`src/sv/assert_macros.svh`:
```
// Assertion helpers shared by the queue and output-stage RTL files.
`ifndef ASSERT_MACROS_SVH
`define ASSERT_MACROS_SVH

// Clocked assertion, off while reset is asserted.
`define ASSERT_CLK(label, clk, rst_n, prop, msg) \
	label: assert property (@(posedge clk) disable iff (!rst_n) prop) else $error(msg);

// Implication that must hold in the next cycle.
`define ASSERT_NEXT(label, clk, rst_n, cond, prop, msg) \
	label: assert property (@(posedge clk) disable iff (!rst_n) (cond) |=> (prop)) \
		else $error(msg);

`endif

```
`src/sv/c2u_pkg.sv`:
```
package c2u_pkg;

	localparam logic [7:0] C1_FIRST     = 8'h80;
	localparam logic [7:0] C1_LAST      = 8'h9F;
	localparam logic [7:0] LATIN1_FIRST = 8'hA0;

	localparam int unsigned MAX_BYTES = 3;
	localparam int unsigned Q_DEPTH   = 2;
	localparam int unsigned Q_PTR_W   = $clog2(Q_DEPTH);
	localparam int unsigned Q_CNT_W   = $clog2(Q_DEPTH + 1);

	localparam logic [1:0] CNT_ONE   = 2'd1;
	localparam logic [1:0] CNT_TWO   = 2'd2;
	localparam logic [1:0] CNT_THREE = 2'd3;

	// One classified item: the UTF-8 bytes in output order and how many are used.
	typedef struct packed {
		logic [MAX_BYTES-1:0][7:0] bytes;
		logic [1:0]                cnt;
	} desc_t;

	// Code points for 0x80..0x9F; zero marks an undefined code.
	function automatic logic [15:0] c1_code_point(input logic [4:0] idx);
		logic [15:0] cp;
		case (idx)
			5'h00: cp = 16'h20AC;
			5'h02: cp = 16'h201A;
			5'h03: cp = 16'h0192;
			5'h04: cp = 16'h201E;
			5'h05: cp = 16'h2026;
			5'h06: cp = 16'h2020;
			5'h07: cp = 16'h2021;
			5'h08: cp = 16'h02C6;
			5'h09: cp = 16'h2030;
			5'h0A: cp = 16'h0160;
			5'h0B: cp = 16'h2039;
			5'h0C: cp = 16'h0152;
			5'h0E: cp = 16'h017D;
			5'h11: cp = 16'h2018;
			5'h12: cp = 16'h2019;
			5'h13: cp = 16'h201C;
			5'h14: cp = 16'h201D;
			5'h15: cp = 16'h2022;
			5'h16: cp = 16'h2013;
			5'h17: cp = 16'h2014;
			5'h18: cp = 16'h02DC;
			5'h19: cp = 16'h2122;
			5'h1A: cp = 16'h0161;
			5'h1B: cp = 16'h203A;
			5'h1C: cp = 16'h0153;
			5'h1E: cp = 16'h017E;
			5'h1F: cp = 16'h0178;
			default: cp = 16'h0000;
		endcase
		return cp;
	endfunction

endpackage

```
`src/sv/c2u_front.sv`:
```
module c2u_front (
	input  logic                 push,
	input  logic [7:0]           code_byte,
	input  logic                 q_full,
	output logic                 full,
	output logic                 q_push,
	output c2u_pkg::desc_t       q_desc
);
	import c2u_pkg::*;

	logic [15:0] cp;
	logic        pass_through;

	assign full   = q_full;
	assign q_push = push && !q_full;

	always_comb begin
		cp           = {8'h00, code_byte};
		pass_through = 1'b0;
		if (code_byte < C1_FIRST) begin
			pass_through = 1'b1;
		end else if (code_byte inside {[C1_FIRST:C1_LAST]}) begin
			cp = c1_code_point(code_byte[4:0]);
			// undefined codes go out unchanged
			if (cp == 16'h0000) pass_through = 1'b1;
		end
	end

	always_comb begin
		q_desc = '0;
		if (pass_through) begin
			q_desc.bytes[0] = code_byte;
			q_desc.cnt      = CNT_ONE;
		end else if (cp < 16'h0800) begin
			q_desc.bytes[0] = {3'b110, cp[10:6]};
			q_desc.bytes[1] = {2'b10, cp[5:0]};
			q_desc.cnt      = CNT_TWO;
		end else begin
			q_desc.bytes[0] = {4'b1110, cp[15:12]};
			q_desc.bytes[1] = {2'b10, cp[11:6]};
			q_desc.bytes[2] = {2'b10, cp[5:0]};
			q_desc.cnt      = CNT_THREE;
		end
	end

endmodule

```
`src/sv/c2u_queue.sv`:
```
`include "assert_macros.svh"

module c2u_queue (
	input  logic           clk,
	input  logic           arst_n,
	input  logic           wr_en,
	input  c2u_pkg::desc_t wr_desc,
	input  logic           rd_en,
	output c2u_pkg::desc_t rd_desc,
	output logic           q_full,
	output logic           q_empty
);
	import c2u_pkg::*;

	desc_t               mem_q [Q_DEPTH];
	logic [Q_PTR_W-1:0]  wr_ptr_q;
	logic [Q_PTR_W-1:0]  rd_ptr_q;
	logic [Q_CNT_W-1:0]  count_q;
	logic                do_wr;
	logic                do_rd;

	assign q_full  = (count_q == Q_CNT_W'(Q_DEPTH));
	assign q_empty = (count_q == '0);
	assign rd_desc = mem_q[rd_ptr_q];
	assign do_wr   = wr_en && !q_full;
	assign do_rd   = rd_en && !q_empty;

	always_ff @(posedge clk) begin
		if (do_wr) mem_q[wr_ptr_q] <= wr_desc;
	end

	always_ff @(posedge clk or negedge arst_n) begin
		if (!arst_n) begin
			wr_ptr_q <= '0;
			rd_ptr_q <= '0;
			count_q  <= '0;
		end else begin
			if (do_wr) begin
				wr_ptr_q <= (wr_ptr_q == Q_PTR_W'(Q_DEPTH - 1)) ? '0 : wr_ptr_q + 1'b1;
			end
			if (do_rd) begin
				rd_ptr_q <= (rd_ptr_q == Q_PTR_W'(Q_DEPTH - 1)) ? '0 : rd_ptr_q + 1'b1;
			end
			case ({do_wr, do_rd})
				2'b10:   count_q <= count_q + 1'b1;
				2'b01:   count_q <= count_q - 1'b1;
				default: count_q <= count_q;
			endcase
		end
	end

	`ASSERT_CLK(a_q_count_bound, clk, arst_n, count_q <= Q_CNT_W'(Q_DEPTH), "queue count overflow")
	`ASSERT_NEXT(a_q_fill, clk, arst_n, do_wr && !do_rd, !q_empty, "queue lost a written item")

endmodule

```
`src/sv/c2u_back.sv`:
```
`include "assert_macros.svh"

module c2u_back (
	input  logic           clk,
	input  logic           arst_n,
	input  c2u_pkg::desc_t rd_desc,
	input  logic           q_empty,
	output logic           rd_en,
	input  logic           pop,
	output logic           empty,
	output logic [7:0]     utf8_byte,
	output logic           last_of_run
);
	import c2u_pkg::*;

	desc_t       cur_q;
	logic        valid_q;
	logic [1:0]  idx_q;
	logic        take;
	logic        done;

	assign empty       = !valid_q;
	assign utf8_byte   = cur_q.bytes[idx_q];
	assign last_of_run = (idx_q == cur_q.cnt - 2'd1);
	assign take        = pop && valid_q;
	assign done        = !valid_q || (take && last_of_run);
	// next item loads as soon as the current run is finished
	assign rd_en       = done && !q_empty;

	always_ff @(posedge clk) begin
		if (rd_en) cur_q <= rd_desc;
	end

	always_ff @(posedge clk or negedge arst_n) begin
		if (!arst_n) begin
			valid_q <= 1'b0;
			idx_q   <= '0;
		end else if (done) begin
			valid_q <= !q_empty;
			idx_q   <= '0;
		end else if (take) begin
			idx_q <= idx_q + 2'd1;
		end
	end

	`ASSERT_CLK(a_idx_in_run, clk, arst_n, !valid_q || (idx_q < cur_q.cnt),
		"byte index past end of run")
	`ASSERT_NEXT(a_run_continues, clk, arst_n, take && !last_of_run, valid_q && (idx_q != 2'd0),
		"run dropped before its last byte")

endmodule

```
`src/sv/cp1252_to_utf8_transcoder_unit.sv`:
```
// Windows-1252 to UTF-8 transcoder. Each pushed item is one Windows-1252 byte;
// the result queue yields its UTF-8 encoding as one to three bytes, in order,
// with last_of_run set on the final byte. Undefined codes 0x81, 0x8D, 0x8F,
// 0x90 and 0x9D pass through as a single unchanged byte. The input side takes
// one item per cycle while the two-entry internal queue has room; the output
// stage issues one byte per cycle while pop is held, and loads the next item
// as the last byte of the current one is popped. A result is written into the
// queue and then into the output stage register before it is visible. No
// configuration and no state beyond the queue and the output stage.
module cp1252_to_utf8_transcoder_unit (
	input  logic       clk,
	input  logic       arst_n,
	input  logic       push,
	output logic       full,
	input  logic [7:0] code_byte,
	output logic       empty,
	input  logic       pop,
	output logic [7:0] utf8_byte,
	output logic       last_of_run
);
	import c2u_pkg::*;

	desc_t q_desc;
	desc_t rd_desc;
	logic  q_push;
	logic  q_full;
	logic  q_empty;
	logic  rd_en;

	c2u_front u_front (
		.push      (push),
		.code_byte (code_byte),
		.q_full    (q_full),
		.full      (full),
		.q_push    (q_push),
		.q_desc    (q_desc)
	);

	c2u_queue u_queue (
		.clk     (clk),
		.arst_n  (arst_n),
		.wr_en   (q_push),
		.wr_desc (q_desc),
		.rd_en   (rd_en),
		.rd_desc (rd_desc),
		.q_full  (q_full),
		.q_empty (q_empty)
	);

	c2u_back u_back (
		.clk         (clk),
		.arst_n      (arst_n),
		.rd_desc     (rd_desc),
		.q_empty     (q_empty),
		.rd_en       (rd_en),
		.pop         (pop),
		.empty       (empty),
		.utf8_byte   (utf8_byte),
		.last_of_run (last_of_run)
	);

endmodule

```
`config.mk`:
```
export PLATFORM = sky130hd
export DESIGN_NAME = cp1252_to_utf8_transcoder_unit
export DESIGN_NICKNAME = d
export VERILOG_FILES = /design/src/sv/c2u_pkg.sv /design/src/sv/c2u_front.sv /design/src/sv/c2u_queue.sv /design/src/sv/c2u_back.sv /design/src/sv/cp1252_to_utf8_transcoder_unit.sv
export VERILOG_INCLUDE_DIRS = /design/src /design/src/sv
export SDC_FILE = /design/constraint.sdc
export NUM_CORES = 1
export LEC_CHECK = 0
export ABC_CLOCK_PERIOD_IN_PS = 4000
export BUFFER_PORTS_ARGS = -buffer_cell sky130_fd_sc_hd__buf_2
export CORE_ASPECT_RATIO = 1.1
export CORE_MARGIN = 2
export CORE_UTILIZATION = 45
export DETAILED_ROUTE_END_ITERATION = 10
export PLACE_DENSITY = 0.61
export RECOVER_POWER = 25
export SLEW_MARGIN = 20
export SYNTH_ARGS = -nofsm -noshare
export SYNTH_HDL_FRONTEND = slang
export SYNTH_HIERARCHICAL = 1
export SYNTH_SLANG_ARGS = --single-unit
```
`constraint.sdc`:
```
create_clock -name clk -period 4 [get_ports clk]
set_clock_uncertainty 0.2 [all_clocks]
set_input_delay 0 -clock clk [delete_from_list [all_inputs] [get_ports clk]]
set_output_delay 0 -clock clk [all_outputs]
set_load 0.05 [all_outputs]
```
==> summary.txt, run 1 <==
Outcome
  – Outcome: finished with violations
  – Failing checks: capacitance limit, slew limit

Clock tree
  – Num CTS Buffers: 9
  – CTS root buffer: clkbuf_8
  – H-tree levels: 3
  – CTS tree: built
  – CTS Buffer Depth: 2
  – Clk pin slew, worst setup/hold paths: approximately 0.070 ns
  – Post-CTS setup buffer count: 0
  – Clock sink total: 85
  – Clock Latency Late Sink: between 0.3 and 0.4 ns

Critical path
  – Crit path kind: in2reg
  – CP dominant cell by count: a21oi_1
  – Reg2reg setup slack: 1.28 ns
  – Largest stage delay, worst path: 0.52 ns
  – CP Launch Point: code_byte[0]
  – Crit path cell chain: dlygate4sd3_1 > buf_2 > inv_1 > ha_1 > or3_1 > a21oi_1 > nor2_1 > o2111a_1 > a31oi_4 > a21oi_1
  – Crit path capture type: flop
  – Startpoint types: input pin
  – Reg2Reg Capture Point: u_queue/count_q[1]
  – Worst reg-to-reg path cell count: 8
  – Data arrival, critical path: between 2 and 3 ns
  – Critical-path top delay cell: dlygate4sd3_1
  – CP Buf/Inv Count: 3
  – Required time worst endpoint: roughly 3.9 ns
  – R2R Path Start: u_back/idx_q[1]
  – Family with the most delay on the worst path: compound AO/OA/AOI/OAI gates
  – Worst-path fanout max: 10

Timing
  – Hold Slack: 0.0343 ns
  – Period utilisation layout: between 70% and 80%
  – Final Slew Violations: 55
  – Setup Viol. Count Final: 0
  – Post-layout min period: around 2.8 ns
  – Slew headroom: -12.7%
  – Fmax: between 300 and 400 MHz
  – Setup slack after layout: between 1 and 1.5 ns
  – Setup TNS: 0 ns
  – RSZ-0062 raised after global routing: no
  – Worst slew pin tran: 1.69 ns
  – Final Hold Viols: 0

Layout
  – Register area: ~2500 um^2
  – Final Non-Filler Cells: roughly 480
  – Area growth, synth to finish: 9.15%
  – N_diodes: 0
  – Fill count: between 800 and 900
  – Layout Nets: 376
  – Layout cell share with drive strength beyond 1: between 10% and 20%
  – Multi-input gate area: 1530 um^2

Min path
  – Hold Path End: u_queue/mem_q[0][19]
  – Hold/Removal Path Class: in2reg
  – Hold path cells: 3
  – Hold_sp: code_byte[1]

Placed design
  – Number of port buffers: 22
  – Hpwl dp: around 5 mm
  – Dpl cells: between 400 and 500
  – Dpl ws: between 1 and 1.5 ns
  – GPL Wtd Cong: between 0.8 and 0.9

Logic synthesis
  – Synthesized flop and latch total: 85
  – Register area share after synthesis: 58.7%
  – Synthesized cell area: about 4300 um^2
  – Post-synth EDFFs: between 70 and 80
  – Yosys top cell area share: around 55%
  – Synth top area cells: edfxtp_1, mux2_4, dfrtp_1, ha_1, mux2_2
  – Syn Inst Count: 328
  – Asr flop ratio synth: 8.24%
  – Synth area leader: edfxtp_1
  – Post-synthesis cell type count: 58
  – Mean Syn Cell Area: 13.1 um^2
  – Prevailing post-synth register cell: edfxtp_1
  – Synth warnings: 6

Pwr
  – Leak: 1.67 nW
  – Design Power: about 3.2 mW
  – Flop pwr share: 45.1%
  – Cell Pwr Density: 673 nW/um^2
  – Clk pwr share: between 20 and 25%
  – Total net switching power: around 1.1 mW
  – Int Pwr: roughly 2.1 mW
  – Maximum VDD drop: between 0.2 and 0.3 mV
  – Sw Share: 34.8%
  – Logic pwr share: about 33%

Floorplanning
  – Die area: 10,300 um^2
  – Initial core utilization: 46.1%
  – FP Rows: 37
  – IO Pins: 23
  – Die Y: between 100 and 150 um
  – Core ar.: ~9300 um^2
  – Die W: roughly 97 um

Route
  – Via Count: approximately 2.6k
  – Final ANT Viol Nets: 0
  – Starting DRC count in detailed routing: 87
  – DRC Markers: 0
  – WL/cell: roughly 16 um
  – Final WL: between 7 and 8 mm
  – Initial DRT Pass Iterations: 5
  – Via-per-instance ratio: around 5.5

Job
  – Max-cap violations: 2

Global routing
  – Initial antenna violation count: 0
  – First-pass GRT wire length: 12.5 mm
  – GRT Util Overall: between 10% and 20%
  – Pin count of the biggest net entering global routing: 28
  – Vias in the first global route: about 2.6k
  – Global route overflow: 0
[layout by cell type (no fill, tap or decap), drive strengths merged, types with 3 or more instances in the layout]
| master | synthesis | final |
|---|---|---|
| a211oi | 3 | 3 |
| a21oi | 16 | 16 |
| and2 | 3 | 3 |
| buf | 13 | 22 |
| bufinv | 0 | 3 |
| clkbuf | 7 | 15 |
| dfrtp | 7 | 7 |
| dlygate4sd3 | 0 | 8 |
| edfxtp | 78 | 78 |
| ha | 9 | 9 |
| inv | 10 | 11 |
| mux2 | 29 | 29 |
| mux2i | 10 | 10 |
| nand2 | 25 | 25 |
| nand2b | 7 | 7 |
| nand3 | 6 | 6 |
| nor2 | 23 | 23 |
| nor2b | 14 | 14 |
| nor3 | 7 | 7 |
| nor4 | 3 | 3 |
| o21ai | 15 | 15 |
| o22ai | 5 | 5 |
| xnor2 | 4 | 4 |
[synthesized netlist by cell type (all sizes together) (3+ instances only)]
cell type	number
nand2b	7
dfrtp	7
xnor2	4
a211oi	3
o22ai	5
ha	9
mux2	29
nor2b	14
nor2	23
buf	13
edfxtp	78
clkbuf	7
nand3	6
nor4	3
and2	3
inv	10
nor3	7
mux2i	10
nand2	25
o21ai	15
a21oi	16
[worst reg2reg max path, stage by stage (launching register included)]
cell and delay [ns]:
dfrtp_1 0.75, xnor2_1 0.29, or4_1 0.52, o211ai_1 0.12, nor2b_2 0.22, ha_1 0.19, xnor2_1 0.13, nor2_1 0.07
xor2_1 0.13
[flip-flops by register name (all words and copies together) (netlist names)]
| register | cells |
|---|---|
| u_back/cur_q | 26 |
| u_queue/count_q | 2 |
| u_queue/wr_ptr_q | 1 |
| u_queue/mem_q | 52 |
| u_back/valid_q | 1 |
| u_back/idx_q | 2 |
| u_queue/rd_ptr_q | 1 |
[per-stage QoR]
| step | instance area, um^2 | utilization (%) |
|---|---|---|
| CTS | 4760 | 51.2 |
| global placement | 4450 | 47.8 |
| global route | 4680 | 50.3 |
| detailed placement | 4450 | 47.8 |
| floorplan | 4300 | - |
| finish | 4680 | 50.3 |
[power groups by stage]
stage               Sequential [mW]  Combinational, mW  Clock, mW
CTS                            1.43               1.14      0.720
floorplan                      1.39              0.975          0
global placement               1.43               1.12          0
global route                   1.45               1.13      0.752
finish                         1.42               1.03      0.700
detailed placement             1.45               1.13          0
[layout make-up]
| type | count | share of cell area, % |
|---|---|---|
| clock buffer | 10 | 2.72 |
| clock inverter | 6 | 2.35 |
| inverter | 10 | 0.801 |
| multi-input combinational | 214 | 32.6 |
| sequential | 85 | 53.7 |
| tap | 117 | 3.12 |
| timing repair buffer | 35 | 4.62 |
[cell families after synthesis]
kind of cell | Yosys count | synth area share (%)
simple gates | 101 | 12.1
flops | 85 | 58.7
compound gates | 56 | 8.86
mux | 40 | 12.1
buf+inv | 30 | 4.29
fa+ha+maj | 9 | 2.62
xor+xnor | 6 | 1.22
other cells | 1 | 0.0874
[repair_timing]
item	in CTS	in global routing
endpoints found under the hold margin	34	0
resized for setup	0	0
hold buffers	8	0
[how the worst max path moves through the flow]
stage,slack (ns),depth (start not counted),end
floorplan,0.95,7,u_queue/count_q[1]
global placement,1.36,7,u_queue/count_q[1]
detailed placement,1.26,7,u_queue/count_q[1]
CTS,1.25,7,u_queue/count_q[1]
global route,1.03,5,u_queue/mem_q[1][17]
finish,1.20,10,u_queue/mem_q[1][5]
[layer usage]
metal | routed length (um) | up-vias | part of all wire (%) | global-route usage, %
li1 | - | 1271 | - | -
met1 | 3490 | 1269 | 45 | 18.9
met2 | 3840 | 72 | 50 | 26.6
met3 | 224 | 13 | 2.9 | 1.71
met4 | 136 | 0 | 1.8 | 8.55
met5 | 0 | - | 0 | 0
(Power assumes the default switching activity.)
==> inputs of run 2 (changes only) <==
ABC_CLOCK_PERIOD_IN_PS = 2600   (was 4000)
clock period = 2.6 ns   (was 4 ns; I/O delays follow)
==> summary.txt, run 2 (synthesized netlist as in run 1, its figures left out) <==
Outcome
  – Outcome: finished clean

Pwr
  – Maximum VDD drop: 0.388 mV (+51%)
  – Design Power: 4.73 mW (+50%)
  – Leak: 1.72 nW (+3.2%)
  – Cell Pwr Density: 993 nW/um^2 (+48%)

Timing
  – Final Slew Violations: 0 (-100%)
  – RSZ-0062 raised after global routing: no
  – Setup Viol. Count Final: 0 (unchanged)
  – Worst slew pin tran: 0.760 ns (-0.931 ns)
  – Fmax: around 440 MHz
  – Slew headroom: 49.3% (+62 points)
  – Setup slack after layout: 0.318 ns (-0.881 ns)
  – Final Hold Viols: 0 (unchanged)
  – Setup TNS: 0 ns (unchanged)
  – Period utilisation layout: 87.8%
  – Post-layout min period: 2.28 ns

Layout
  – Register area: 2520 um^2 (unchanged)
  – Largest reg by FF count: u_queue/mem_q
  – Cell area after layout: 4760 um^2 (+1.6%)
  – Biggest regs: u_queue/mem_q (52), u_back/cur_q (26)
  – Most frequent cells in the layout: edfxtp_1, nand2_1, buf_2, nor2_1, mux2_1
  – Most common cell after layout, fill and taps aside: edfxtp_1
  – Max reg flops: 52 (unchanged)
  – Layout Nets: 390 (+3.7%)
  – Final Non-Filler Cells: 490 (+2.7%)
  – Multi-input gate area: 1560 um^2 (+2.0%)
  – N_diodes: 0 (unchanged)
  – Layout cell share with drive strength beyond 1: 20.1% (+4.6 points)
  – Fill count: 837 (+0.72%)
  – Area growth, synth to finish: 10.9%

Floorplanning
  – Die area: 10,300 um^2 (unchanged)
  – Die W: 97.1 um (unchanged)
  – Die Y: 106 um (unchanged)
  – Initial core utilization: 46.1% (unchanged)
  – Core ar.: 9310 um^2 (unchanged)
  – FP Rows: 37 (unchanged)
  – IO Pins: 23 (unchanged)

Critical path
  – Reg2reg setup slack: 0.35 ns (-0.93 ns)
  – CP Launch Point: code_byte[7]
  – R2R Path Start: u_back/cur_q[1]
  – Largest stage delay, worst path: 0.53 ns (about the same)
  – Worst reg-to-reg path cell count: 8 (unchanged)
  – Critical path endpoint: u_queue/mem_q[1][8]
  – Crit. path cell count: 8 (-2)
  – Data arrival, critical path: 2.17 ns (-0.50 ns)
  – Crit path cell chain: dlygate4sd3_1 > buf_2 > inv_2 > or3_1 > nor2_1 > o2111a_1 > a31oi_4 > or2_1
  – Worst-path fanout max: 10 (unchanged)
  – Reg2Reg Capture Point: u_queue/count_q[1]
  – Critical-path top delay cell: dlygate4sd3_1
  – CP Buf/Inv Count: 3 (unchanged)
  – Crit path kind: in2reg
  – Startpoint types: input pin
  – Crit path capture type: flop
  – Family with the most delay on the worst path: simple AND/OR/NAND/NOR gates
  – Required time worst endpoint: 2.48 ns (-1.39 ns)

Clock tree
  – CTS tree: built
  – Num CTS Buffers: 9 (unchanged)
  – Clock sink total: 85 (unchanged)
  – Post-CTS setup buffer count: 0 (unchanged)
  – Clock Latency Late Sink: 0.34 ns (about the same)
  – Cts repair resizes: 0 (unchanged)
  – CTS Buffer Depth: 2 (unchanged)
  – CTS root buffer: clkbuf_8
  – H-tree levels: 3 (unchanged)
  – Clk pin slew, worst setup/hold paths: 0.08 ns (about the same)

Route
  – DRC Markers: 0 (unchanged)
  – Initial DRT Pass Iterations: 4 (-1)
  – Via-per-instance ratio: 5.37 (-2.4%)
  – Final ANT Viol Nets: 0 (unchanged)
  – Final WL: 7.91 mm (+2.9%)
  – WL/cell: 16.1 um (+0.20%)
  – Via Count: 2,633 (+0.30%)
  – Starting DRC count in detailed routing: 111 (+28%)

Global routing
  – Initial antenna violation count: 0 (unchanged)
  – GRT Util Overall: 15.6% (+0.21 points)
  – First-pass GRT wire length: 12.6 mm (+0.82%)
  – Global route overflow: 0 (unchanged)
  – Pin count of the biggest net entering global routing: 28 (unchanged)
  – Vias in the first global route: 2,538 (-1.8%)

Placed design
  – Dpl ws: 0.110 ns (-1.15 ns)
  – Placed instance area: 4590 um^2 (+3.2%)
  – Number of port buffers: 22 (unchanged)
  – GPL Wtd Cong: 0.932 (+6.6%)
  – Hpwl dp: 5.46 mm (+7.3%)
  – Dpl cells: 467 (+3.1%)

Min path
  – Hold path cells: 3 (unchanged)
  – Hold/Removal Path Class: in2reg

Job
  – Max-cap violations: 0 (-2)
run 2: cell count changes in the layout (fill, tap and decap cells not counted), moves of 2 or more:
cell       previous run  this run
clkinv_2              0         3
nor2_1               22        20
bufinv_16             3         1
buf_4                 3        16
run 2: worst register-to-register path, cell delays in order, from the launching register on:
cell      delay (ns)
edfxtp_1        0.43
xnor2_1         0.23
or4_1           0.44
o211ai_1        0.13
nor2b_2         0.26
ha_4            0.16
xnor2_2         0.11
nor2_2          0.06
xor2_1          0.14
run 2: worst min path at each step:
stage | from | to | slack, ns
finish | code_byte[1] | u_queue/mem_q[1][19] | 0.03
global route | code_byte[1] | u_queue/mem_q[1][19] | 0.03
CTS | code_byte[1] | u_queue/mem_q[1][19] | 0.008
detailed placement | arst_n | u_queue/wr_ptr_q | -0.35
global placement | arst_n | u_queue/wr_ptr_q | -0.35
floorplan | arst_n | u_back/idx_q[0] | -0.50
run 2: where the power goes:
group          switching, mW  internal [mW]  total (mW)
combinational           1.15          0.591        1.74
sequential             0.126           2.00        2.13
clock                  0.423          0.434       0.857
run 2: what timing repair did:
action                                  CTS  global route
endpoints found under the setup margin    0             0
hold endpoints to repair                 29             0
hold buffers                              8             0
run 2: layer usage:
layer / vias up / global-route usage, % / wire (um)
met5: - / 0 / 0
met4: 0 / 7.65 / 222
met1: 1270 / 18.7 / 3520
li1: 1294 / - / -
met2: 51 / 27.3 / 3930
met3: 18 / 2.70 / 237
run 2: layout make-up:
type / instances / share of cell area (%)
clock buffers: 10 / 2.68
clock inverters: 5 / 1.10
inverters: 10 / 0.788
multi-input cells: 214 / 32.7
flip-flops and latches: 85 / 52.9
well taps: 117 / 3.07
repair buffers: 49 / 6.73
run 2: stage by stage:
step	hold slack [ns]	utilization [%]
2_1_floorplan	-0.496	-
3_3_place_gp	-0.351	49.3
3_5_place_dp	-0.350	49.3
4_1_cts	0.00820	52.1
5_1_grt	0.0345	51.2
6_report	0.0349	51.2
==> inputs of run 3 (changes only) <==
SYNTH_HIERARCHICAL = not set   (was 1)
==> summary.txt, run 3 <==
Pwr
  – Sw Share: 34.6% (-1.4 points)
  – Int Pwr: 2.94 mW (-2.8%)
  – Flop pwr share: 42.1% (-2.9 points)
  – Clk pwr share: 23.2% (+5.1 points)
  – Leak: 1.62 nW (-5.6%)
  – Total net switching power: 1.55 mW (-8.6%)
  – Maximum VDD drop: 0.355 mV (-8.5%)
  – Cell Pwr Density: 1010 nW/um^2 (+2.1%)
  – Logic pwr share: 34.7% (-2.1 points)

Logic synthesis
  – Register area share after synthesis: 58.6% (-0.062 points)
  – Synthesized cell area: 3830 um^2 (-11%)
  – Post-synthesis net count: between 300 and 400
  – Asr flop ratio synth: 9.21% (+0.98 points)
  – Post-synthesis cell type count: 57 (-1.7%)
  – Post-synth EDFFs: 69 (-12%)
  – Synth top area cells: edfxtp_1, mux2_2, dfrtp_1, mux2i_1, ha_1
  – Yosys top cell area share: 54.0% (-0.55 points)
  – Synth warnings: 0 (-6)
  – Synth cell count leaders: edfxtp_1, mux2_2, nor2_1
  – Synth area leader: edfxtp_1
  – Prevailing post-synth register cell: edfxtp_1
  – Synthesized flop and latch total: 76 (-11%)
  – Syn Inst Count: 297 (-9.5%)
  – Mean Syn Cell Area: 12.9 um^2 (-1.3%)
  – Most common cell in the netlist: edfxtp_1

Clock tree
  – CTS tree: built
  – CTS Buffer Depth: 2 (unchanged)
  – CTS root buffer: clkbuf_8
  – Post-CTS setup buffer count: 0 (unchanged)
  – Clock sink total: 76 (-11%)
  – Clk pin slew, worst setup/hold paths: 0.07 ns (about the same)
  – Num CTS Buffers: 9 (unchanged)
  – Cts repair resizes: 0 (unchanged)
  – H-tree levels: 3 (unchanged)
  – Clock Latency Late Sink: 0.34 ns (about the same)
  – Post-CTS Hold Fix Bufs: 8 (unchanged)

Timing
  – Post-layout min period: 2.33 ns (+0.0523 ns)
  – Final Slew Violations: 0 (unchanged)
  – Setup TNS: 0 ns (unchanged)
  – Slew headroom: 8.97% (-40 points)
  – Final Hold Viols: 0 (unchanged)
  – RSZ-0062 raised after global routing: no
  – Worst slew pin tran: 1.37 ns (+0.606 ns)
  – Period utilisation layout: 89.8% (+2.0 points)
  – Setup Viol. Count Final: 0 (unchanged)
  – Fmax: 428 MHz (-2.2%)

Route
  – DRC Markers: 0 (unchanged)
  – Final WL: 7.46 mm (-5.7%)
  – Via-per-instance ratio: 5.38 (about the same)
  – DR top layer: met4
  – Starting DRC count in detailed routing: 82 (-26%)
  – WL/cell: 16.5 um (+2.2%)
  – Final ANT Viol Nets: 0 (unchanged)
  – Metal-1 WL: 3.27 mm (-7.0%)
  – Initial DRT Pass Iterations: 6 (+2)
  – Via Count: 2,431 (-7.7%)
  – WL met3: 154 um (-35%)
  – Wire length on met2: 3.84 mm (-2.3%)

Min path
  – Hold_sp: code_byte[3]
  – Hold/Removal Path Class: in2reg

Layout
  – Max reg flops: 46 (-12%)
  – Most common cell after layout, fill and taps aside: edfxtp_1
  – N_diodes: 0 (unchanged)
  – Layout Nets: 358 (-8.2%)
  – Area growth, synth to finish: 15.6%
  – Fin util: 53.3% (+2.1 points)
  – Biggest regs: u_queue.mem_q (46), u_back.cur_q (23)
  – Fill count: 730 (-13%)
  – Most frequent cells in the layout: edfxtp_1, mux2_2, buf_2
  – Largest reg by FF count: u_queue.mem_q
  – Layout cell share with drive strength beyond 1: 26.1% (+6.0 points)

Global routing
  – First-pass GRT wire length: 12.4 mm (-1.5%)
  – Global route overflow: 0 (unchanged)
  – Initial antenna violation count: 0 (unchanged)
  – Vias in the first global route: 2,514 (-0.95%)
  – Pin count of the biggest net entering global routing: 25 (-11%)
  – GRT Util Overall: 17.5% (+1.9 points)

Critical path
  – Crit path capture type: flop
  – Required time worst endpoint: 2.67 ns (+0.19 ns)
  – Data arrival, critical path: 2.40 ns (+0.23 ns)
  – Worst-path fanout max: 9 (-1)
  – Startpoint types: flop
  – R2R Path Start: u_back.cur_q[17]
  – Crit path kind: reg2reg
  – CP Launch Point: u_back.cur_q[17]

Placed design
  – Hpwl dp: 5.21 mm (-4.6%)
  – Number of port buffers: 22 (unchanged)
  – GPL Wtd Cong: 0.892 (-4.3%)

Floorplanning
  – Die W: 92.0 um (-5.2%)
  – FP Rows: 35 (-5.4%)
  – Die area: 9280 um^2 (-10%)
  – Die Y: 101 um (-5.3%)
  – IO Pins: 23 (unchanged)
  – Initial core utilization: 46.1% (about the same)
  – Core ar.: 8320 um^2 (-11%)

Job
  – Max-cap violations: 0 (unchanged)

Outcome
  – Outcome: finished clean
run 3: cell count changes after synthesis, sizes merged, moves of 4 or more:
cell	delta
nand2	-6
nand3	-4
edfxtp	-9
mux2	-4
buf	-6
nor2b	-8
run 3: critical path: stages (launching register included):
cell,delay (ns)
edfxtp_1,0.41
xnor2_1,0.31
nand3_1,0.17
o21ai_4,0.11
nand2_1,0.13
a21oi_4,0.32
ha_1,0.32
nor2_1,0.15
xor2_1,0.15
run 3: power by group through the flow:
stage | clock network (mW) | logic (mW) | registers [mW]
after floorplan | 0 | 1.22 | 1.88
after global placement | 0 | 1.57 | 1.91
after detailed placement | 0 | 1.58 | 1.92
after CTS | 1.07 | 1.60 | 1.90
after global routing | 1.11 | 1.70 | 1.93
final | 1.04 | 1.56 | 1.89
run 3: final timing paths:
kind	slack, ns	endpoint	cells past startpoint
setup / recovery	0.27	u_queue.count_q[1]	8
hold / removal	0.04	u_queue.mem_q[0][5]	3
setup reg to reg	0.27	u_queue.count_q[1]	8
hold reg to reg	0.30	u_queue.count_q[1]	1
max in group asynchronous	1.56	u_queue.rd_ptr_q	3
min in group asynchronous	0.41	u_queue.count_q[1]	3
run 3: area by class of cell:
type                       instances  area (um^2)  area share (%)
timing repair buffer              46          302            6.80
sequential                        76         2250            50.7
inverter                          13         53.8            1.21
tap                              111          139            3.13
clock inverter                     6          114            2.57
multi-input combinational        191         1460            32.8
clock buffer                       9          124            2.79
run 3: cells by family (layout without fill, tap and decap cells):
| logic type | count (synthesis) | in the layout | synth area share, % |
|---|---|---|---|
| AO/OA/AOI/OAI | 61 | 61 | 11.4 |
| buffers and inverters | 30 | 74 | 4.11 |
| flip-flops | 76 | 76 | 58.6 |
| AND/OR/NAND/NOR | 75 | 75 | 10.1 |
| XOR/XNOR | 8 | 8 | 1.83 |
| multiplexers | 38 | 38 | 11.1 |
| adder cells (fa/ha/maj) | 9 | 9 | 2.94 |
run 3: metrics by stage:
| step | total power, mW | worst slack [ns] | hold WS [ns] | std cells | area, um^2 |
|---|---|---|---|---|---|
| detailed placement | 3.51 | 0.0647 | -0.362 | 429 | 4130 |
| global route | 4.75 | 0.0932 | 0.0372 | 452 | 4430 |
| floorplan | 3.10 | 0.0228 | -0.496 | 297 | 3860 |
| global placement | 3.47 | 0.133 | -0.359 | 429 | 4130 |
| finish | 4.50 | 0.266 | 0.0361 | 452 | 4430 |
| CTS | 4.57 | 0.347 | 0.0162 | 452 | 4450 |
run 3: metal layers:
layer | GRT usage, % | up-vias
met5 | 0 | -
met4 | 9.18 | 0
met3 | 2.92 | 14
met2 | 30.8 | 41
met1 | 20.8 | 1196
li1 | - | 1180
